`src/pcx_rle_scanline_encoder_unit_macros.svh`:
```
// Assertion macros for the PCX run-length scanline encoder.
// Used by prle_core and prle_outq in src; no other dependencies.
// ASSERT_OFF compiles all assertions away.
`ifndef PCX_RLE_SCANLINE_ENCODER_UNIT_MACROS_SVH
`define PCX_RLE_SCANLINE_ENCODER_UNIT_MACROS_SVH

`ifndef ASSERT_OFF
`define PRLE_ASSERT(label, clk, rst, prop) \
   label: assert property (@(posedge clk) disable iff (rst) prop) \
      else $error("prle assertion failed");
`define PRLE_ASSERT_NEVER(label, clk, rst, expr) \
   label: assert property (@(posedge clk) disable iff (rst) !(expr)) \
      else $error("prle forbidden condition seen");
`else
`define PRLE_ASSERT(label, clk, rst, prop)
`define PRLE_ASSERT_NEVER(label, clk, rst, expr)
`endif

`endif

```
`src/prle_pkg.sv`:
```
// Shared types and constants for the PCX run-length scanline encoder.
// No dependencies; imported by all modules of the block.
`default_nettype none

package prle_pkg;

   // request codes
   localparam logic REQ_DATA  = 1'b0;
   localparam logic REQ_FLUSH = 1'b1;

   localparam logic [5:0]  RUN_MAX        = 6'd63;
   localparam logic [7:0]  RUN_MARK       = 8'hC0;
   localparam logic [15:0] SCANLINE_RESET = 16'd80;

   // CSR map: one register, index taken from paddr[2]
   localparam int          CSR_ADDR_W     = 3;
   localparam logic        REG_SCANLINE   = 1'b0;

   // bytes produced by one request beat
   typedef struct packed {
      logic [1:0] cnt;    // 0, 1 or 2
      logic [7:0] byte0;
      logic [7:0] byte1;
   } emit_type;

endpackage

`default_nettype wire

```
`src/prle_core.sv`:
```
// Run tracking and coding logic of the PCX run-length encoder.
// Depends on prle_pkg and the assertion macro header.
`default_nettype none
`include "pcx_rle_scanline_encoder_unit_macros.svh"

module prle_core (
   input  wire logic              clock,
   input  wire logic              reset,
   input  wire logic              accept,
   input  wire logic              req_type,
   input  wire logic [7:0]        data_byte,
   input  wire logic [15:0]       scanline_bytes,
   output prle_pkg::emit_type     emit
);
   import prle_pkg::*;

   logic [7:0]  run_value_ff,  run_value_in;
   logic [5:0]  run_length_ff, run_length_in;
   logic [15:0] column_ff,     column_in;
   logic        started_ff,    started_in;

   logic [15:0] col_sum;
   logic        col_wrap;
   logic        boundary;
   logic        extend;
   logic        use_mark;
   emit_type    pend;

   always_comb begin
      // pending run as coded bytes
      use_mark = (run_length_ff > 6'd2) || (run_value_ff >= RUN_MARK);
      pend.byte1 = run_value_ff;
      if (run_length_ff == 6'd0) begin
         pend.cnt   = 2'd0;
         pend.byte0 = run_value_ff;
      end else if (use_mark) begin
         pend.cnt   = 2'd2;
         pend.byte0 = RUN_MARK | {2'b00, run_length_ff};
      end else begin
         pend.cnt   = run_length_ff[1:0];
         pend.byte0 = run_value_ff;
      end

      col_sum  = column_ff + 16'd1;
      col_wrap = (scanline_bytes != 16'd0) && (col_sum >= scanline_bytes);
      boundary = started_ff && (column_ff == 16'd0);
      extend   = (run_length_ff < RUN_MAX) && (data_byte == run_value_ff) && !boundary;

      run_value_in  = run_value_ff;
      run_length_in = run_length_ff;
      column_in     = column_ff;
      started_in    = started_ff;
      emit          = '0;

      if (accept) begin
         if (req_type == REQ_FLUSH) begin
            emit          = pend;
            run_value_in  = 8'd0;
            run_length_in = 6'd0;
            column_in     = 16'd0;
            started_in    = 1'b0;
         end else begin
            if (extend) begin
               run_length_in = run_length_ff + 6'd1;
            end else begin
               emit          = pend;
               run_value_in  = data_byte;
               run_length_in = 6'd1;
            end
            column_in  = col_wrap ? 16'd0 : col_sum;
            started_in = 1'b1;
         end
      end
   end

   always_ff @(posedge clock) begin
      if (reset) begin
         run_value_ff  <= 8'd0;
         run_length_ff <= 6'd0;
         column_ff     <= 16'd0;
         started_ff    <= 1'b0;
      end else begin
         run_value_ff  <= run_value_in;
         run_length_ff <= run_length_in;
         column_ff     <= column_in;
         started_ff    <= started_in;
      end
   end

   // a run is pending exactly when data arrived since reset or flush
   `PRLE_ASSERT(a_run_iff_started, clock, reset, (run_length_ff == 6'd0) == !started_ff)
   // an idle encoder sits at column zero
   `PRLE_ASSERT(a_idle_col_zero, clock, reset, !started_ff |-> (column_ff == 16'd0))

endmodule

`default_nettype wire

```
`src/prle_outq.sv`:
```
// Three-entry output queue for the coded byte stream, head is the result register.
// Depends on prle_pkg and the assertion macro header.
`default_nettype none
`include "pcx_rle_scanline_encoder_unit_macros.svh"

module prle_outq (
   input  wire logic              clock,
   input  wire logic              reset,
   input  prle_pkg::emit_type     emit,
   output logic                   space,
   output logic                   rsp_valid,
   input  wire logic              rsp_ready,
   output logic [7:0]             rsp_out_byte,
   output logic                   rsp_last
);
   import prle_pkg::*;

   localparam int DEPTH = 3;

   logic [7:0] byte_ff [DEPTH];
   logic [7:0] byte_in [DEPTH];
   logic       last_ff [DEPTH];
   logic       last_in [DEPTH];
   logic [1:0] count_ff, count_in;
   logic       pop;
   logic [1:0] base;
   logic [1:0] base_p1;

   assign rsp_valid    = (count_ff != 2'd0);
   assign rsp_out_byte = byte_ff[0];
   assign rsp_last     = last_ff[0];
   assign space        = (count_ff < 2'd2);

   always_comb begin
      pop     = rsp_valid && rsp_ready;
      base    = count_ff - {1'b0, pop};
      base_p1 = base + 2'd1;
      for (int i = 0; i < DEPTH; i++) begin
         byte_in[i] = byte_ff[i];
         last_in[i] = last_ff[i];
      end
      // head leaves, the rest shift down one slot
      if (pop) begin
         for (int i = 0; i < DEPTH - 1; i++) begin
            byte_in[i] = byte_ff[i + 1];
            last_in[i] = last_ff[i + 1];
         end
      end
      for (int i = 0; i < DEPTH; i++) begin
         if ((emit.cnt != 2'd0) && (2'(i) == base)) begin
            byte_in[i] = emit.byte0;
            last_in[i] = (emit.cnt == 2'd1);
         end
         if ((emit.cnt == 2'd2) && (2'(i) == base_p1)) begin
            byte_in[i] = emit.byte1;
            last_in[i] = 1'b1;
         end
      end
      count_in = base + emit.cnt;
   end

   always_ff @(posedge clock) begin
      for (int i = 0; i < DEPTH; i++) begin
         byte_ff[i] <= byte_in[i];
         last_ff[i] <= last_in[i];
      end
   end

   always_ff @(posedge clock) begin
      if (reset) begin
         count_ff <= 2'd0;
      end else begin
         count_ff <= count_in;
      end
   end

   // a push lands only when the queue had room for two bytes
   `PRLE_ASSERT_NEVER(a_no_overflow, clock, reset, (emit.cnt != 2'd0) && (count_ff > 2'd1))
   // a taken head with no push in the same cycle lowers the queue count by one
   `PRLE_ASSERT(a_pop_drains, clock, reset,
                (pop && emit.cnt == 2'd0) |=> (count_ff == $past(count_ff) - 2'd1))

endmodule

`default_nettype wire

```
`src/pcx_rle_scanline_encoder_unit.sv`:
```
// Top level of the PCX run-length scanline encoder: CSR block, run tracker, output queue.
// Depends on prle_pkg, prle_core, prle_outq.
//
// Usage:
//  - req channel: one beat per raw image byte (req_type = data) or a flush
//    (req_type = flush) that writes out the pending run and rewinds the encoder.
//  - rsp channel: coded bytes, 0 to 2 per request beat; rsp_last marks the
//    final byte caused by a request. Requests that close no run give no bytes.
//  - csr: APB-style, register 0 (scanline_bytes, 16 bits) at byte address 0.
//    Write it only while the encoder is idle. pready is tied high.
// Coded bytes are registered into the output queue when their request beat is accepted.
// Throughput: one request per cycle while each gives at most one byte and rsp is
//  not stalled; a request that gives a count/value pair puts two bytes in turn on
//  the byte-wide rsp port, so such requests cannot keep that rate.
// The run update is combinational logic ahead of the run registers; a three-entry output
// queue whose head is the rsp register decouples the sides. req_ready is registered: it
// drops once two or more bytes wait, so rsp stalls back up into req.
// Reset: scanline_bytes returns to 80, run state and queue are cleared.
`default_nettype none

module pcx_rle_scanline_encoder_unit (
   input  wire logic                           clock,
   input  wire logic                           reset,
   // request channel
   input  wire logic                           req_valid,
   output logic                                req_ready,
   input  wire logic                           req_type,
   input  wire logic [7:0]                     req_data_byte,
   // response channel
   output logic                                rsp_valid,
   input  wire logic                           rsp_ready,
   output logic [7:0]                          rsp_out_byte,
   output logic                                rsp_last,
   // configuration
   input  wire logic                           csr_psel,
   input  wire logic                           csr_penable,
   input  wire logic                           csr_pwrite,
   input  wire logic [prle_pkg::CSR_ADDR_W-1:0] csr_paddr,
   input  wire logic [31:0]                    csr_pwdata,
   output logic [31:0]                         csr_prdata,
   output logic                                csr_pready
);
   import prle_pkg::*;

   logic [15:0] scanline_ff, scanline_in;
   logic        csr_wr;
   logic        req_accept;
   logic        q_space;
   emit_type    emit;

   // --- configuration register ---
   assign csr_pready = 1'b1;
   assign csr_wr     = csr_psel && csr_penable && csr_pwrite && csr_pready;

   always_comb begin
      scanline_in = scanline_ff;
      if (csr_wr && (csr_paddr[2] == REG_SCANLINE)) begin
         scanline_in = csr_pwdata[15:0];
      end
      // read mux; only index 0 exists
      if (csr_paddr[2] == REG_SCANLINE) begin
         csr_prdata = {16'd0, scanline_ff};
      end else begin
         csr_prdata = 32'd0;
      end
   end

   always_ff @(posedge clock) begin
      if (reset) begin
         scanline_ff <= SCANLINE_RESET;
      end else begin
         scanline_ff <= scanline_in;
      end
   end

   // --- request side ---
   assign req_ready  = q_space;
   assign req_accept = req_valid && req_ready;

   prle_core u_core (
      .clock          (clock),
      .reset          (reset),
      .accept         (req_accept),
      .req_type       (req_type),
      .data_byte      (req_data_byte),
      .scanline_bytes (scanline_ff),
      .emit           (emit)
   );

   // --- response side ---
   prle_outq u_outq (
      .clock        (clock),
      .reset        (reset),
      .emit         (emit),
      .space        (q_space),
      .rsp_valid    (rsp_valid),
      .rsp_ready    (rsp_ready),
      .rsp_out_byte (rsp_out_byte),
      .rsp_last     (rsp_last)
   );

endmodule

`default_nettype wire

```
`config.mk`:
```
export PLATFORM = sky130hd
export DESIGN_NAME = pcx_rle_scanline_encoder_unit
export DESIGN_NICKNAME = d
export VERILOG_FILES = /design/src/prle_pkg.sv /design/src/prle_core.sv /design/src/prle_outq.sv /design/src/pcx_rle_scanline_encoder_unit.sv
export VERILOG_INCLUDE_DIRS = /design/src /design/src/src
export SDC_FILE = /design/constraint.sdc
export NUM_CORES = 1
export LEC_CHECK = 0
export BUFFER_PORTS_ARGS = -buffer_cell sky130_fd_sc_hd__buf_4
export CAP_MARGIN = 20
export CORE_MARGIN = 1.5
export CORE_UTILIZATION = 50
export CTS_BUF_LIST = sky130_fd_sc_hd__clkbuf_16
export CTS_CLUSTER_DIAMETER = 80
export DETAILED_ROUTE_END_ITERATION = 10
export GPL_TIMING_DRIVEN = 0
export HOLD_SLACK_MARGIN = 0.03
export PLACE_DENSITY = 0.8
export SYNTH_ARGS = -nofsm -noshare
export SYNTH_HDL_FRONTEND = slang
export SYNTH_SLANG_ARGS = --single-unit
```
`constraint.sdc`:
```
create_clock -name clock -period 3.2 [get_ports clock]
set_clock_uncertainty 0.05 [all_clocks]
set_input_delay 0.64 -clock clock [delete_from_list [all_inputs] [get_ports clock]]
set_output_delay 0.64 -clock clock [all_outputs]
set_load 0.02 [all_outputs]
```
Yosys cells after proc, flatten, opt, wreduce, memory -nomap -nowiden

Memory sizes are Yosys's and may differ from the RTL's.
Cells that the tools add are included.
Widths: inputs -> output; s select.

Register bits after elaboration: 49
Memory bits (writable): 27
Input port bits: 51
Output and inout bits: 44
Word-level logic and storage cells: 79
Memories: 2

Add/subtract/negate cells: 5
Magnitude comparators: 5
Eq/ne operators: 8
Mux-type cells: 27
Bitwise logic cells: 1
Reduce and logical (&&, ||, !) cells: 25

Memories:

| name           | depth | bits a word | read ports | clocked after memory_dff | write ports | line            | text |
|---|---|---|---|---|---|---|---|
| u_outq.byte_ff | 3     | 8           | 3          | 0                        | 3           | prle_outq.sv:20 | `logic [7:0] byte_ff [DEPTH];` |
| u_outq.last_ff | 3     | 1           | 3          | 0                        | 3           | prle_outq.sv:22 | `logic last_ff [DEPTH];` |

Operators by type and width:

| kind                  | count |
|---|---|
| $mux 16               | 4 |
| $mux 8                | 8 |
| $mux 18               | 3 |
| $mux 10               | 2 |
| $add 16x1->16 const B | 1 |
| $ge 16x16->1          | 1 |
| $logic_not 16->1      | 1 |
| $reduce_bool 16->1    | 1 |
| $logic_and 1x1->1     | 15 |
| $mux 6                | 2 |
| $eq 8x8->1            | 1 |
| $ge 8x8->1 const B    | 1 |
| $mux 1                | 7 |
| $add 6x1->6 const B   | 1 |
| $gt 6x2->1 const B    | 1 |
| $logic_not 6->1       | 1 |
| $lt 6x6->1 const B    | 1 |
| $eq 1x2->1 const A    | 2 |
| $eq 2x2->1 const A    | 2 |
| $logic_not 2->1       | 2 |
| $reduce_bool 2->1     | 2 |
| $add 2x1->2 const B   | 1 |
| $add 2x2->2           | 1 |
| $eq 2x1->1 const B    | 1 |
| 9 further kinds       | 9 |

Logic depth before layout (Yosys ltp)

Gate-level depths: netlist of the first run.

Depth after elaboration: 11
Depth in mapped cells: 15
Gate-level depth less buffers: 13

Modules after synthesis

Synthesis of the first run repeated with hierarchy kept, for this count alone.

Cells, all modules: 555
Area total of the unflattened synthesis: 5032.3 µm²

Modules (own cells, without submodules):

| module                        | times used | cells each | area each (µm²) | sequential area each (µm²) |
|---|---|---|---|---|
| prle_core                     | 1          | 275        | 2265.9          | 620.6 |
| prle_outq                     | 1          | 173        | 1783.0          | 820.8 |
| pcx_rle_scanline_encoder_unit | 1          | 107        | 983.4           | 320.3 |

Worst setup path before layout of the first run

OpenSTA, ideal clock, no wires.

Path kind: reg2reg
From: reg u_core.column_ff[0]
To: reg u_core.column_ff[1]
Library setup time: 0.070 ns
Data arrival time: 3.209 ns
Required time: 3.080 ns
Slack: -0.129 ns
Stages on the path, launching flop included: 14
Buffers on the path: 0
Clock period less this slack: 3.329 ns
Path through: dfxtp_1 ha_1 nand3_1 nor2_1 nand3_1 nor3_1 xor2_1 ha_1 a21oi_1 a21boi_0 o221a_2 a21o_1 or4b_1 a21oi_1

Word-level cells in the longest chain between the ends: 5

Ends and longest elaborated chain:

| element                  | line            | text |
|---|---|---|
| start: declaration       | prle_core.sv:19 | `logic [15:0] column_ff, column_in;` |
| start signal: assignment | prle_core.sv:85 | `column_ff <= column_in;` |
| $add 16x1->16 (*)        | prle_core.sv:44 | `col_sum = column_ff + 16'd1;` |
| $ge 16x16->1             | prle_core.sv:45 | `col_wrap = (scanline_bytes != 16'd0) && (col_sum >= scanline_bytes);` |
| $logic_and 1x1->1        | prle_core.sv:45 |  |
| $mux 16 (*)              | prle_core.sv:70 | `column_in = col_wrap ? 16'd0 : col_sum;` |
| $mux 16 (*)              | prle_core.sv:56 | `if (req_type == REQ_FLUSH) begin` |

Mark *: on every way between the ends. The rest lies on a longest branch, timed or not.
A chain may end at the register's enable or synchronous reset.

Final worst setup path of the first run

From: reg u_core.column_ff[3]
To: reg u_core.column_ff[7]

Same word-level chain as after synthesis.

==> flow_summary.ini, run 1 <==
[critical_path]
path_cells = buf_6 > nand3_2 > nor2_4 > and4_4 > nand4_1 > xnor2_2 > ha_1 > nand4_1 > nor4b_4 > a211oi_4 > buf_4 > a21o_1 > a22o_1
worstPathRequired_ps = 3380
cp_common_cell = nand4_1
path_buf_inv = 2
end_kind = flip-flop
start_kind = flip-flop
cpPeakStageDelay_ps = 380
cp_max_fo = 10
critical-path-top-delay-family = simple AND/OR/NAND/NOR gates
worstSetupPathType = reg2reg
arrival_ps = 3290
crit_cells = 13
worstRegToRegCells = 13
slowest_stage = nor4b_4

[placement]
place_ws_ps = -571
place_hpwl_mm = 8.22
portBuffers = 57
gp_congestion = 0.879

[floorplanning]
io_pins = 95
core_um2 = 9150
initial_core_util_pct = 51.0
num_rows = 35
die_height_um = 99.6
dieWidth_um = 99.6
dieArea_um2 = 9920

[layout]
antenna_cells = 0
num-nets-final = 690
drive_gt1_share_pct = 26.6
areaGrowthSynthToFinish_pct = 25.3
fill_cells = 736

[timing]
min_period_over_period_pct = 97.2
drv_slew = 0
worst_slack_ps = 89.1
period_minus_slack_ps = 3110
rsz0062_at_grt = yes
setup_viol_count_final = 0
slew_headroom_pct = 49.1
max_freq_mhz = 321
final_hold_viol_count = 0
worst_pin_slew_ps = 763
fin_setup_tns_ps = 0

[clock_network]
clock_latency_ps = 340
cts.clk_slew.worst_paths_ps = 60
h-tree-depth = 3
cts_tree = done
clockBufferDepth = 2
clock_sinks = 76
cts_root_buf = clkbuf_16
cts_buffers = 9
hold_buffers = 0

[synthesis]
ys_async_sr_fraction_pct = 0
avgSynthCellArea_um2 = 8.90
yosysWarningCount = 0
ys_types = 70
synthCells = 524
ys_ff_latch = 76
synth_edf_count = 24
synth_seq_area_share_pct = 37.8
ys_dominant_reg_cell = dfxtp_1
synth_area_um2 = 4670

[pwr]
power_density_nw_per_um2 = 544
irDropWorstVdd_mv = 0.270
p_leak_nw = 2.53

[detailed_routing]
wl_per_cell_um = 15.7
drc = 0
drt_first_pass_iters = 5
wirelength_mm = 11.5
via_per_inst = 5.67
ant_nets = 0
drt_iter0_drc = 256
dr_total_vias = 4150

[global_route]
grt_max_degree = 16
antenna_found_initial = 0
grt_pass1_vias = 4035
gr-total-overflow = 0
grt_first_pass_wirelength_mm = 18.7
grt_use_total_pct = 23.5

[min_path]
hp-class = reg2reg
hold-path-cell-count = 2

[run]
maxCapViolCount = 0

[status]
run_status = finished clean
-- metal layers --
metal / global-route usage, % / up-vias / part of all wire, % / routed length [um]
met5: 0 / - / 0 / 0
li1: - / 2004 / - / -
met1: 27.0 / 1962 / 41 / 4660
met3: 3.51 / 37 / 4.3 / 489
met4: 11.3 / 0 / 3.6 / 408
met2: 42.7 / 147 / 52 / 5930
-- Yosys cell counts (all sizes together), types with 11 or more instances --
library cell,n,area share [%]
a22o,13,2.4
o21ai,11,1.5
xnor2,19,3.6
nand2,66,5.3
a21oi,29,3.4
clkbuf,15,1.2
ha,23,6.2
buf,35,5.5
inv,32,2.6
dfxtp,52,22
nand3,14,1.6
nor2,54,4.6
edfxtp,24,15
-- metrics by stage --
stage / area, um2 / util (%) / std cells / hold slack, ps / power [mW]
CTS: 5710 / 62.3 / 723 / 429 / 3.18
global route: 5850 / 63.9 / 732 / 448 / 3.34
detailed placement: 5300 / 57.9 / 707 / 419 / 2.12
finish: 5850 / 63.9 / 732 / 427 / 3.18
global placement: 5300 / 57.9 / 707 / 413 / 2.09
floorplan: 4730 / - / 539 / 399 / 1.85
-- path summary, 6_finish.rpt --
check	from	endpoint	slack [ps]
worst min register to register	scanline_ff[8]$_SDFFE_PP0P_	scanline_ff[8]$_SDFFE_PP0P_	430
worst max-delay path	u_core.column_ff[3]$_SDFFE_PP0P_	u_core.column_ff[7]$_SDFFE_PP0P_	90
worst min-delay path	scanline_ff[8]$_SDFFE_PP0P_	scanline_ff[8]$_SDFFE_PP0P_	430
worst max register to register	u_core.column_ff[3]$_SDFFE_PP0P_	u_core.column_ff[7]$_SDFFE_PP0P_	90
-- worst min-delay path, delay by kind of cell, from the launching register on --
kind            cells  cell delay, ps
simple gates        1              60
flops               1             320
compound gates      1              50
-- logic make-up (layout without fill, tap and decap cells) --
| logic type | count (synthesis) | in the layout | synth area share (%) |
|---|---|---|---|
| xor gates and xnor gates | 29 | 29 | 5.44 |
| buffers and inverters | 82 | 164 | 9.28 |
| other | 2 | 17 | 0.161 |
| muxes | 9 | 9 | 1.93 |
| DFF | 76 | 76 | 37.8 |
| adders and majority gates | 23 | 23 | 6.17 |
| AOI/OAI and AO/OA | 107 | 107 | 17.9 |
| and+or+nand+nor | 196 | 196 | 21.3 |
-- sequential cells by signal (all words and copies together), names as in the netlist --
register and flops:
u_outq.byte_ff 24, scanline_ff 16, u_core.column_ff 16, u_core.run_value_ff 8, u_core.run_length_ff 6, u_outq.last_ff 3, u_outq.count_ff 2, u_core.started_ff 1
-- final cells by class --
class / count / area [um2] / area share, %
Multi-Input combinational cell: 381 / 2680 / 45.8
Sequential cell: 76 / 1780 / 30.4
Timing Repair Buffer: 68 / 510 / 8.73
Buffer: 48 / 317 / 5.41
Clock buffer: 9 / 225 / 3.85
Tap cell: 111 / 139 / 2.37
Inverter: 32 / 120 / 2.05
Clock inverter: 7 / 80.1 / 1.37
-- placed cells by master, fill, tap and decap left out, types with 4 or more instances in the layout --
cell        n
xnor2_1    15
a22oi_1     7
nand3_1    10
xor2_1     10
buf_4      97
clkbuf_16   9
a32o_1      4
a221o_1     8
inv_1      31
dfxtp_1    46
and3_1      7
nand2_1    65
nor4_1      7
a21oi_1    28
a22o_1     13
ha_1       21
a21o_1      7
nand4_1     7
clkbuf_1   12
a32oi_1     5
nor3_1      6
conb_1     17
edfxtp_1   24
nor2_1     49
nand2b_1    7
o21ai_0     6
mux2i_1     9
-- where the power goes --
group | switching (mW) | total, mW | internal (mW)
logic | 0.570 | 0.926 | 0.356
clock network | 0.447 | 1.06 | 0.617
registers | 0.0609 | 1.19 | 1.13
total | 1.08 | 3.18 | 2.10
-- timing repair --
item / in CTS / in global routing
gates resized for setup: 20 / 21
setup endpoints to repair: 16 / 16
setup buffers: 2 / 9
pin swaps: 5 / 10
(Power assumes the default switching activity.)
==> run 2, diff against run 1 <==
--- a/config.mk
+++ b/config.mk
@@ -6,16 +6,16 @@
 export SDC_FILE = /design/constraint.sdc
 export NUM_CORES = 1
 export LEC_CHECK = 0
-export BUFFER_PORTS_ARGS = -buffer_cell sky130_fd_sc_hd__buf_4
 export CAP_MARGIN = 20
 export CORE_MARGIN = 1.5
 export CORE_UTILIZATION = 50
 export CTS_BUF_LIST = sky130_fd_sc_hd__clkbuf_16
 export CTS_CLUSTER_DIAMETER = 80
 export DETAILED_ROUTE_END_ITERATION = 10
+export DONT_BUFFER_PORTS = 1
 export GPL_TIMING_DRIVEN = 0
 export HOLD_SLACK_MARGIN = 0.03
-export PLACE_DENSITY = 0.8
+export PLACE_DENSITY = 0.68
 export SYNTH_ARGS = -nofsm -noshare
 export SYNTH_HDL_FRONTEND = slang
 export SYNTH_SLANG_ARGS = --single-unit
==> constraint.sdc (replaced) <==
create_clock -name clock -period 3.9 [get_ports clock]
set_clock_uncertainty 0.05 [all_clocks]
set_input_delay 0.585 -clock clock [delete_from_list [all_inputs] [get_ports clock]]
set_output_delay 0.585 -clock clock [all_outputs]
set_load 0.02 [all_outputs]
==> flow_summary.ini, run 2 (synthesis results as in run 1) <==
[timing]
min_period_over_period_pct = 93.6
max_freq_mhz = 274
fin_hold_ws_ps = 289
final_hold_viol_count = 0
worst_pin_slew_ps = 761
worst_slack_ps = 249
rsz0062_at_grt = no
setup_viol_count_final = 0
drv_slew = 0
slew_headroom_pct = 49.2
period_minus_slack_ps = 3650
fin_setup_tns_ps = 0

[pwr]
p_leak_nw = 2.12
power_density_nw_per_um2 = 473
irDropWorstVdd_mv = 0.219

[global_route]
grt_max_degree = 17
gr-total-overflow = 0
antenna_found_initial = 0
grt_pass1_vias = 3664
grt_use_total_pct = 22.0
grt_first_pass_wirelength_mm = 17.2

[clock_network]
clock_latency_ps = 340
clock_sinks = 76
cts_buffers = 9
cts_tree = done
cts.clk_slew.worst_paths_ps = 70
h-tree-depth = 3
hold_buffers = 0
clockBufferDepth = 2
cts_root_buf = clkbuf_16

[detailed_routing]
via_per_inst = 5.66
wl_per_cell_um = 15.7
drc = 0
drt_first_pass_iters = 4
drt_iter0_drc = 137
wirelength_mm = 10.4
ant_nets = 0
dr_total_vias = 3768

[critical_path]
path_cells = ha_1 > nand3_2 > nor2_4 > nand3_2 > nor3_1 > xor2_1 > ha_1 > a21oi_1 > a21boi_0 > o221a_2 > a211oi_4 > buf_4 > a21boi_1 > a21o_1
worstPathRequired_ps = 4140
start_kind = flip-flop
r2r_slack_ps = 250
setup.worst_path.end = u_core.column_ff[5]$_SDFFE_PP0P_
worstSetupPathType = reg2reg
r2r_start = u_core.column_ff[0]$_SDFFE_PP0P_
worstRegToRegCells = 14
end_kind = flip-flop
cp-startpoint = u_core.column_ff[0]$_SDFFE_PP0P_
r2r_end = u_core.column_ff[5]$_SDFFE_PP0P_
arrival_ps = 3890
cpPeakStageDelay_ps = 440
cp_max_fo = 10
slowest_stage = dfxtp_1

[min_path]
hp-class = in2reg

[run]
maxCapViolCount = 0

[floorplanning]
num_rows = 35
die_height_um = 99.6
initial_core_util_pct = 51.0
io_pins = 95
dieArea_um2 = 9920
dieWidth_um = 99.6
core_um2 = 9150

[placement]
gp_congestion = 0.837
dpl.cell_count = 650
place_area_um2 = 4860
portBuffers = 0
place_ws_ps = -90.6
place_hpwl_mm = 7.98

[layout]
largest_reg_flops = 24
reg.largest.list = u_outq.byte_ff (24), scanline_ff (16), u_core.column_ff (16)
areaGrowthSynthToFinish_pct = 11.2
stdcell_count = 666
drive_gt1_share_pct = 14.1
antenna_cells = 0
layout_commonest_cell = nand2_1
layout_common_cells = 66 x nand2_1, 52 x dfxtp_1, 50 x nor2_1
final_cell_area_um2 = 5190
regMostFlops = u_outq.byte_ff
num-nets-final = 624

[status]
run_status = finished clean
==> run 2: metrics by stage <==
stage / power, mW / util, %
after floorplan: 1.52 / -
after global placement: 1.64 / 53.1
after detailed placement: 1.65 / 53.1
after CTS: 2.46 / 56.5
after global routing: 2.58 / 56.7
final: 2.46 / 56.7
==> run 2: worst min path at each step <==
stage	cells after the start	end	slack [ps]	from
4_1_cts	1	u_core.started_ff$_SDFFE_PP0P_	290	req_type
2_1_floorplan	2	scanline_ff[14]$_SDFFE_PP0P_	400	scanline_ff[14]$_SDFFE_PP0P_
6_report	1	u_core.started_ff$_SDFFE_PP0P_	290	req_type
3_5_place_dp	2	scanline_ff[15]$_SDFFE_PP0P_	410	scanline_ff[15]$_SDFFE_PP0P_
5_1_grt	1	u_core.started_ff$_SDFFE_PP0P_	290	req_type
3_3_place_gp	2	scanline_ff[2]$_SDFFE_PP0P_	410	scanline_ff[2]$_SDFFE_PP0P_
==> run 2: metal layers <==
metal,wire length (um),global-route usage [%]
met5,0,0
met4,206,8.99
met3,420,3.87
met2,5470,40.9
met1,4340,24.9
==> run 2: area by class of cell <==
| class | count | area, um2 |
|---|---|---|
| flip-flops and latches | 76 | 1760 |
| multi-input cells | 381 | 2560 |
| clock inverters | 7 | 67.6 |
| plain buffers | 50 | 318 |
| well taps | 111 | 139 |
| inverters | 32 | 120 |
| clock buffers | 9 | 225 |
| fillers | 824 | 3960 |
==> run 2: report_power, final <==
group | total (mW) | internal [mW] | switching [mW]
Combinational | 0.658 | 0.217 | 0.441
Clock | 0.817 | 0.445 | 0.371
Sequential | 0.981 | 0.927 | 0.0541
Total | 2.46 | 1.59 | 0.866
==> run 2: worst max-delay path: cells and delay by family, from the launching register on <==
kind	cells	cell delay [ps]
flops	1	440
buf+inv	1	240
compound gates	6	1220
xor+xnor	1	250
simple gates	4	800
fa+ha+maj	2	590
==> run 2: timing repair <==
item                       4_1_cts  5_1_grt
setup endpoints to repair       14       16
gates resized for setup          3        7
setup buffers                    0        0
pin swaps                        0        0
